**config.mk**
```make
export PLATFORM = sky130hd
export DESIGN_NAME = double_ended_queue
export DESIGN_NICKNAME = d
export VERILOG_FILES = /design/src/rtl/deq_pkg.sv /design/src/rtl/double_ended_queue.sv /design/src/rtl/deq_cell.sv
export SDC_FILE = /design/constraint.sdc
export NUM_CORES = 1
export LEC_CHECK = 0
export BUFFER_PORTS_ARGS = -buffer_cell sky130_fd_sc_hd__buf_2
export CAP_MARGIN = 20
export CORE_MARGIN = 2
export CORE_UTILIZATION = 50
export CTS_BUF_LIST = sky130_fd_sc_hd__clkbuf_16
export DETAILED_ROUTE_END_ITERATION = 12
export PLACE_DENSITY = 0.74
export REMOVE_ABC_BUFFERS = 1
export SYNTH_ARGS = -nofsm -noshare
export SYNTH_HDL_FRONTEND = slang
export SYNTH_SLANG_ARGS = --single-unit
```
**constraint.sdc**
```tcl
create_clock -name clk_i -period 5 [get_ports clk_i]
set_input_delay 0.25 -clock clk_i [delete_from_list [all_inputs] [get_ports clk_i]]
set_output_delay 0.25 -clock clk_i [all_outputs]
set_load 0.02 [all_outputs]
```
**src/rtl/deq_pkg.sv**
```systemverilog
`default_nettype none

package deq_pkg;

  // Number of words the queue can hold
  localparam int unsigned DEPTH = 8;
  // Width of the internal occupancy counter (must hold DEPTH itself)
  localparam int unsigned CntW  = $clog2(DEPTH + 1);
  localparam int unsigned WordW = 32;

  typedef enum logic [1:0] {
    OP_PUSH_FRONT = 2'd0,
    OP_PUSH_REAR  = 2'd1,
    OP_POP_FRONT  = 2'd2,
    OP_POP_REAR   = 2'd3
  } deq_op_e;

  typedef enum logic [1:0] {
    ST_OK    = 2'd0,
    ST_FULL  = 2'd1,
    ST_EMPTY = 2'd2
  } deq_status_e;

  typedef struct packed {
    logic [1:0]              operation;
    logic signed [WordW-1:0] value;
  } deq_req_t;

  typedef struct packed {
    logic signed [WordW-1:0] popped_value;
    logic [1:0]              status;
    logic [3:0]              occupancy;
  } deq_rsp_t;

  // Qualified commands broadcast to every cell; at most one is set
  typedef struct packed {
    logic push_front;
    logic push_rear;
    logic pop_front;
    logic pop_rear;
  } deq_cmd_t;

endpackage

`default_nettype wire

```
**src/rtl/double_ended_queue.sv**
```systemverilog
`default_nettype none

// Double-ended queue of signed 32-bit words, DEPTH entries deep.
// Request channel: drive req_i (operation and value) with start_i high;
// the request transfers at the rising edge where start_i is high and
// busy_o is low. busy_o stays low, so one request can transfer per cycle.
// Response channel: exactly one response per request, on rsp_o with
// done_o high for one cycle, in the cycle right after the request
// transferred (throughput 1 request per cycle). The receiver cannot
// stall; the response must be taken in that cycle.
// Storage is a row of identical cells: cell 0 holds the front word and
// occupied cells stay contiguous. Push front and pop front shift the whole
// row by one cell; push rear fills the first free cell, pop rear clears
// the last used one. Each operation is one cell update across the row,
// which sets the one-cycle rate.
// A push onto a full queue or a pop from an empty one changes nothing and
// reports full or empty status. Reset empties the queue and drops any
// pending response.
module double_ended_queue (
  input  wire logic              clk_i,
  input  wire logic              rst_ni,
  input  wire logic              start_i,
  output logic                   busy_o,
  input  wire deq_pkg::deq_req_t req_i,
  output logic                   done_o,
  output deq_pkg::deq_rsp_t      rsp_o
);
  import deq_pkg::*;

  logic                    valid [DEPTH];
  logic signed [WordW-1:0] data  [DEPTH];
  logic signed [WordW-1:0] tail_word;
  logic                    accept;
  logic                    is_full, is_empty;
  deq_cmd_t                cmd;
  logic [CntW-1:0]         count_q, count_d;
  deq_rsp_t                rsp_q, rsp_d;
  logic                    done_q;

  assign busy_o   = 1'b0;
  assign accept   = start_i & ~busy_o;
  assign is_full  = valid[DEPTH-1];
  assign is_empty = ~valid[0];

  // Pick the word in the last used cell for pop rear
  always_comb begin
    tail_word = '0;
    for (int i = 0; i < DEPTH; i++) begin
      if (i == DEPTH - 1) begin
        if (valid[i]) tail_word = tail_word | data[i];
      end else begin
        if (valid[i] && !valid[i+1]) tail_word = tail_word | data[i];
      end
    end
  end

  // Decode the request and build the response
  always_comb begin
    cmd              = '0;
    count_d          = count_q;
    rsp_d.popped_value = '0;
    rsp_d.status     = ST_OK;
    unique case (deq_op_e'(req_i.operation))
      OP_PUSH_FRONT, OP_PUSH_REAR: begin
        if (is_full) begin
          rsp_d.status = ST_FULL;
        end else begin
          cmd.push_front = (req_i.operation == OP_PUSH_FRONT) && accept;
          cmd.push_rear  = (req_i.operation == OP_PUSH_REAR) && accept;
          count_d        = count_q + CntW'(1);
        end
      end
      OP_POP_FRONT: begin
        if (is_empty) begin
          rsp_d.status = ST_EMPTY;
        end else begin
          cmd.pop_front      = accept;
          rsp_d.popped_value = data[0];
          count_d            = count_q - CntW'(1);
        end
      end
      OP_POP_REAR: begin
        if (is_empty) begin
          rsp_d.status = ST_EMPTY;
        end else begin
          cmd.pop_rear       = accept;
          rsp_d.popped_value = tail_word;
          count_d            = count_q - CntW'(1);
        end
      end
      default: begin
        rsp_d.status = ST_OK;
      end
    endcase
    rsp_d.occupancy = 4'(count_d);
  end

  // Row of storage cells
  for (genvar g = 0; g < DEPTH; g++) begin : g_cell
    logic signed [WordW-1:0] left_data, right_data;
    logic                    left_valid, right_valid;

    if (g == 0) begin : g_first
      assign left_data  = req_i.value;
      assign left_valid = 1'b1;
    end else begin : g_mid_l
      assign left_data  = data[g-1];
      assign left_valid = valid[g-1];
    end

    if (g == DEPTH - 1) begin : g_last
      assign right_data  = '0;
      assign right_valid = 1'b0;
    end else begin : g_mid_r
      assign right_data  = data[g+1];
      assign right_valid = valid[g+1];
    end

    deq_cell u_cell (
      .clk_i         (clk_i),
      .rst_ni        (rst_ni),
      .cmd_i         (cmd),
      .value_i       (req_i.value),
      .left_data_i   (left_data),
      .left_valid_i  (left_valid),
      .right_data_i  (right_data),
      .right_valid_i (right_valid),
      .data_o        (data[g]),
      .valid_o       (valid[g])
    );
  end

  // Hold the count and the response strobe
  always_ff @(posedge clk_i or negedge rst_ni) begin
    if (!rst_ni) begin
      count_q <= '0;
      done_q  <= 1'b0;
    end else begin
      done_q <= accept;
      if (accept) begin
        count_q <= count_d;
      end
    end
  end

  // Register the response payload
  always_ff @(posedge clk_i) begin
    if (accept) begin
      rsp_q <= rsp_d;
    end
  end

  assign done_o = done_q;
  assign rsp_o  = rsp_q;

endmodule

`default_nettype wire

```
**src/rtl/deq_cell.sv**
```systemverilog
`default_nettype none

module deq_cell (
  input  wire logic                         clk_i,
  input  wire logic                         rst_ni,
  input  wire deq_pkg::deq_cmd_t            cmd_i,
  input  wire logic signed [deq_pkg::WordW-1:0] value_i,
  input  wire logic signed [deq_pkg::WordW-1:0] left_data_i,
  input  wire logic                         left_valid_i,
  input  wire logic signed [deq_pkg::WordW-1:0] right_data_i,
  input  wire logic                         right_valid_i,
  output logic signed [deq_pkg::WordW-1:0]  data_o,
  output logic                              valid_o
);
  import deq_pkg::*;

  logic                    valid_q, valid_d;
  logic signed [WordW-1:0] data_q, data_d;
  logic                    data_en;
  logic                    first_free;
  logic                    last_used;

  // Locate the rear boundary from the neighbor's occupancy
  assign first_free = left_valid_i & ~valid_q;
  assign last_used  = valid_q & ~right_valid_i;

  // Shift rearward on push front, frontward on pop front; fill on push rear, clear on pop rear
  always_comb begin
    valid_d = valid_q;
    data_d  = data_q;
    data_en = 1'b0;
    if (cmd_i.push_front) begin
      valid_d = left_valid_i;
      data_d  = left_data_i;
      data_en = 1'b1;
    end else if (cmd_i.push_rear && first_free) begin
      valid_d = 1'b1;
      data_d  = value_i;
      data_en = 1'b1;
    end else if (cmd_i.pop_front) begin
      valid_d = right_valid_i;
      data_d  = right_data_i;
      data_en = 1'b1;
    end else if (cmd_i.pop_rear && last_used) begin
      valid_d = 1'b0;
    end
  end

  always_ff @(posedge clk_i or negedge rst_ni) begin
    if (!rst_ni) begin
      valid_q <= 1'b0;
    end else begin
      valid_q <= valid_d;
    end
  end

  always_ff @(posedge clk_i) begin
    if (data_en) begin
      data_q <= data_d;
    end
  end

  assign data_o  = data_q;
  assign valid_o = valid_q;

endmodule

`default_nettype wire

```
# Yosys cells after proc, flatten, opt, wreduce, memory -nomap -nowiden

Cells that the tools add are included.

Logic and storage cells: 202
Flip-flop bits (word level): 307
Output and inout port bits: 40
Input port bits: 37

Multiplexer cells: 95
Reduce and logical (&&, ||, !) cells: 59
Equality and inequality tests: 3
Bitwise operators: 22
Add/subtract/negate cells: 2

Operators with widths:

| kind                | count |
|---|---|
| $mux 32             | 34 |
| $or 32x32->32       | 7 |
| $pmux 32 s2         | 1 |
| $mux 1              | 53 |
| $reduce_bool 4->1   | 8 |
| $logic_and 1x1->1   | 25 |
| $reduce_bool 3->1   | 8 |
| $reduce_and 2->1    | 8 |
| $mux 4              | 2 |
| $not 1->1           | 8 |
| $pmux 4 s2          | 1 |
| $and 1x1->1         | 7 |
| $logic_not 1->1     | 7 |
| $mux 2              | 3 |
| $add 4x1->4 const B | 1 |
| $eq 2x2->1 const B  | 2 |
| $pmux 2 s2          | 1 |
| $reduce_or 2->1     | 2 |
| $sub 4x1->4 const B | 1 |
| $eq 2x1->1 const B  | 1 |
| $logic_not 2->1     | 1 |

# Depth between registers and ports, before layout

Depth in word-level cells: 19
Depth in mapped cells: 8
Depth with buffers taken out: 6

# Cells and area by module

Synthesis repeated with hierarchy kept, for this count alone.

Cells, all modules: 1858
Area, all modules: 18868.1 µm²

Modules (own cells, without submodules):

| module             | sequential area each (µm²) | instances | area each (µm²) | cells each |
|---|---|---|---|---|
| deq_cell           | 985.9                      | 8         | 1841.8          | 184 |
| double_ended_queue | 1266.2                     | 1         | 4134.0          | 386 |

# Least setup slack after synthesis

OpenSTA, ideal clock, no wires.

Path type: flip-flop to flip-flop
Start: register g_cell[0].u_cell.valid_q
End: register g_cell[0].u_cell.data_q[0], enable pin
Clock period less this slack: 3.499 ns
Data required time: 4.534 ns
Path slack: 1.501 ns
Data arrival time: 3.034 ns
Setup time: 0.466 ns
Cell stages (with the launch flop): 4
Buffers on the path: 1
Path through: dfrtp_1 -> clkbuf_1 -> nand2_1 -> o21ai_0

Word-level cells in the longest chain between the ends: 6
Elaborated cells on any way between the ends: 9
Classes of those cells: mux (5); bitwise (1); reduce/logical (3)

RTL lines:

| element                             | line                     | source |
|---|---|---|
| start, declared                     | deq_cell.sv:17           | `logic valid_q, valid_d;` |
| start signal, assigned              | deq_cell.sv:53           | `valid_q <= valid_d;` |
| $mux 1                              | double_ended_queue.sv:74 | `if (is_empty) begin` |
| $mux 1                              | double_ended_queue.sv:63 | `unique case (deq_op_e'(req_i.operation))` |
| $mux 1                              | deq_cell.sv:40           | `end else if (cmd_i.pop_front) begin` |
| $mux 1                              | deq_cell.sv:36           | `end else if (cmd_i.push_rear && first_free) begin` |
| $mux 1                              | deq_cell.sv:32           | `if (cmd_i.push_front) begin` |
| $reduce_and 2->1 (no source line) * | -                        |  |
| end signal, assigned                | deq_cell.sv:59           | `data_q <= data_d;` |
| end, declared                       | deq_cell.sv:18           | `logic signed [WordW-1:0] data_q, data_d;` |

Mark *: on every way between the ends. The rest lies on a longest branch, timed or not.
A chain may end at the register's enable or synchronous reset.

# Worst setup path in the final report

Start: register g_cell[7].u_cell.valid_q
End: register g_cell[0].u_cell.data_q[21], enable pin

Word-level cells in the longest chain between the ends: 6
Elaborated cells on any way between the ends: 7
Classes of those cells: mux (4); reduce/logical (3)

RTL lines:

| element                             | line                     | source |
|---|---|---|
| start, declared                     | deq_cell.sv:17           |  |
| start signal, assigned              | deq_cell.sv:53           |  |
| $mux 2 *                            | double_ended_queue.sv:65 | `if (is_full) begin` |
| $mux 2 *                            | double_ended_queue.sv:63 |  |
| $logic_and 1x1->1                   | deq_cell.sv:36           |  |
| $mux 1                              | deq_cell.sv:36           |  |
| $mux 1                              | deq_cell.sv:32           |  |
| $reduce_and 2->1 (no source line) * | -                        |  |

Marked as above.

==> flow_metrics.tcl <==
set metrics [dict create \
    postRouteAntennaNets 0 \
    hold_path_end "g_cell[2].u_cell.data_o[10]" \
    hp-start "req_i[10]" \
    post_drt_wl_per_cell_um 23.5 \
    drc 0 \
    core_sq_mm 0.0316 \
    initial_core_util_pct 50.8 \
    grt_setup_unrepaired "no" \
    die_y_um 183 \
    vias 13300 \
    synth_compound_area_share_pct 20.1 \
    post-route-util_pct 55.9 \
    reg2regPathDepth 6 \
    die_area_sq_mm 0.0336 \
    reg2reg_slack_ns 1.93 \
    switchingPower_mw 2.05 \
    cellLeakagePower_nw 6.34 \
    grt_pass1_vias 12900 \
    hp-class "input port to flip-flop" \
    cts_tree "yes" \
    power_frac_seq_pct 48.1 \
    viasPerCell 6.54 \
    setup_violations 0 \
    seq_area_sq_mm 0.00916 \
    irDropWorstVdd_mv 0.255 \
    ys_warn_count 0 \
    synth_fa_ha_area_share_pct 0.156 \
    clockBufferDepth 3 \
    drt_iter0_drc 1742 \
    syn_area_per_cell_sq_um 9.91 \
    antenna_found_initial 2 \
    r2r-end "g_cell[0].u_cell.data_o[21]" \
    synth_xor_area_share_pct 0.327 \
    start_kind "flip-flop" \
    period_share_pct 61.4 \
    p_clk_share_pct 34.0 \
    cts_buffers 35 \
    max-cap-violations 0 \
    row_count 65 \
    clkLatencyLatePin_ns 0.53 \
    mostFrequentLayoutCells "nand2_1, edfxtp_1, a21oi_1, nor2_1, a22o_1" \
    nNetsFinal 1636 \
    p_int_mw 4.92 \
    multi_input_area_sq_mm 0.00627 \
    reg2reg_from "g_cell[7].u_cell.valid_o" \
    cts_resized 0 \
    synthToLayoutAreaGrowth_pct 9.92 \
    outcome "finished, final reports clean" \
    final_layout_size_suffix_gt1_share_pct 12.9 \
    clock-sinks 307 \
    cts_setup_buffers 0 \
    pwr-share-comb_pct 17.8 \
    synth_top_family_by_area "compound AO/OA/AOI/OAI gates" \
    finalPower_mw 6.97 \
    muxShareOfSynthArea_pct 4.30 \
    maxSlewHeadroom_pct 26.4 \
    n_antenna_cell 0 \
    clk_pin_slew_ns 0.06 \
    endpoint_kind "flip-flop" \
    num_io_pins 77 \
    worst_pin_slew_ns 1.10 \
    wl_um 47500 \
    grt_overflow 0 \
    fin_skew_ns 0.0162 \
    grt_pass1_wl_um 72700 \
    dpl_cell_area_sq_mm 0.0166 \
    clockRootBuffer "clkbuf_16" \
    ys_seq_area_share_pct 56.9 \
    io_buffers 75 \
    synthTopCellsByArea "edfxtp_1, a21oi_1, nand2_1" \
    fin_area_sq_mm 0.0177 \
    synth_top_area_cell "edfxtp_1" \
    crit_type "flip-flop to flip-flop" \
    synthCells 1622 \
    dp_hpwl_um 26500 \
    hold_viol 0 \
    yosys.cell_types.count 38 \
    power_density_mw_per_mm2 394 \
    track_usage_pct 27.9 \
    layout.cells.most_common "nand2_1" \
    fin_crit_ns 3.07 \
    yosys.area.top_type_share_pct 54.9 \
    hold-path-cell-count 3 \
    arrival_ns 3.24 \
    setup_ws_ns 1.93 \
    slew_viol_final 0 \
    dr.pass1.iters 5 \
    dp_slack_ns 1.61 \
    synth-seq-cells 307 \
    yosys.area_share.simple_pct 13.5 \
    required_ns 5.16 \
    grt_start_max_net_pins 144 \
    place_congestion 0.828 \
    htreeDepth 2 \
    fmax_mhz 325 \
    die_w_um 183 \
    swShare_pct 29.4 \
    synth_area_sq_mm 0.0161 \
    crit_path_max_fanout 33 \
    fillers 2695 \
]
## power by group through the flow
stage          Sequential (mW)  Combinational [mW]  Clock [mW]
2_1_floorplan             3.40               0.732           0
3_3_place_gp              3.39                1.17           0
3_5_place_dp              3.40                1.20           0
4_1_cts                   3.35                1.21        2.40
5_1_grt                   3.38                1.33        2.49
6_report                  3.35                1.24        2.37
## cell usage after synthesis (all sizes together)
library cell / n
o2bb2ai: 14
a221oi: 33
inv: 4
conb: 1
nor2: 132
nor4: 1
and4b: 1
o211ai: 3
and4bb: 1
mux2: 33
nand3: 67
nor2b: 10
dfrtp: 13
o21ai: 73
nand2: 307
a31oi: 44
a22o: 83
nor3: 2
xor2: 1
a32oi: 3
ha: 2
a211oi: 3
a21oi: 274
o311ai: 1
mux2i: 32
xnor2: 5
buf: 61
and3b: 1
and2: 7
a21boi: 1
nand2b: 3
clkbuf: 111
and4: 1
edfxtp: 294
## area by class of cell
class | count | area share (%)
well taps | 402 | 2.85
multi-input cells | 1139 | 35.5
repair buffers | 110 | 3.91
clock buffers | 35 | 4.96
flip-flops and latches | 307 | 51.8
clock inverters | 29 | 0.920
inverters | 4 | 0.0849
## sequential cells by signal, summed over array words and instances (netlist names)
name,cells
g_cell.u_cell.data_o,256
rsp_o,38
g_cell.u_cell.valid_o,8
count_q,4
done_o,1
## metal layers
layer  track usage, %  share of wire, %
met2             42.8                45
met4             11.6               3.7
met3             6.97                11
met5                0             0.069
met1             38.1                39
## cell families (layout without fill, tap and decap cells)
| group | count (synthesis) | in the layout |
|---|---|---|
| xor gates and xnor gates | 6 | 6 |
| other | 1 | 1 |
| adders and majority gates | 2 | 2 |
| buffers and inverters | 176 | 178 |
| muxes | 65 | 65 |
| DFF | 307 | 307 |
| and+or+nand+nor | 533 | 533 |
| AOI/OAI and AO/OA | 532 | 532 |
## worst max-delay path, stage by stage (launching register included)
cell,delay (ns)
dfrtp_2,0.64
buf_4,0.37
nor3_2,0.47
nand2_2,0.07
buf_4,0.34
o21ai_4,0.30
buf_4,0.49
## how the worst max path moves through the flow
stage                        startpoint                           to  depth (start not counted)
5_1_grt        g_cell[7].u_cell.valid_o   g_cell[7].u_cell.data_o[6]                          5
3_3_place_gp   g_cell[7].u_cell.valid_o  g_cell[1].u_cell.data_o[13]                          3
6_report       g_cell[7].u_cell.valid_o  g_cell[0].u_cell.data_o[21]                          6
4_1_cts        g_cell[7].u_cell.valid_o  g_cell[1].u_cell.data_o[21]                          3
2_1_floorplan  g_cell[7].u_cell.valid_o   g_cell[1].u_cell.data_o[0]                          2
3_5_place_dp   g_cell[7].u_cell.valid_o  g_cell[1].u_cell.data_o[19]                          3
## what timing repair did
action | in CTS | in global routing
hold buffers | 1 | 0
endpoints found under the setup margin | 0 | 0
endpoints found under the hold margin | 13 | 0
## per-stage QoR
stage	TNS (ns)	hold slack, ns	instances
finish	0	0.143	2026
global route	0	0.146	2026
CTS	0	0.129	2023
detailed placement	0	0.169	1958
global placement	0	0.169	1958
floorplan	-693.27	-0.0456	1450
Power figures use the tool's default switching activity.
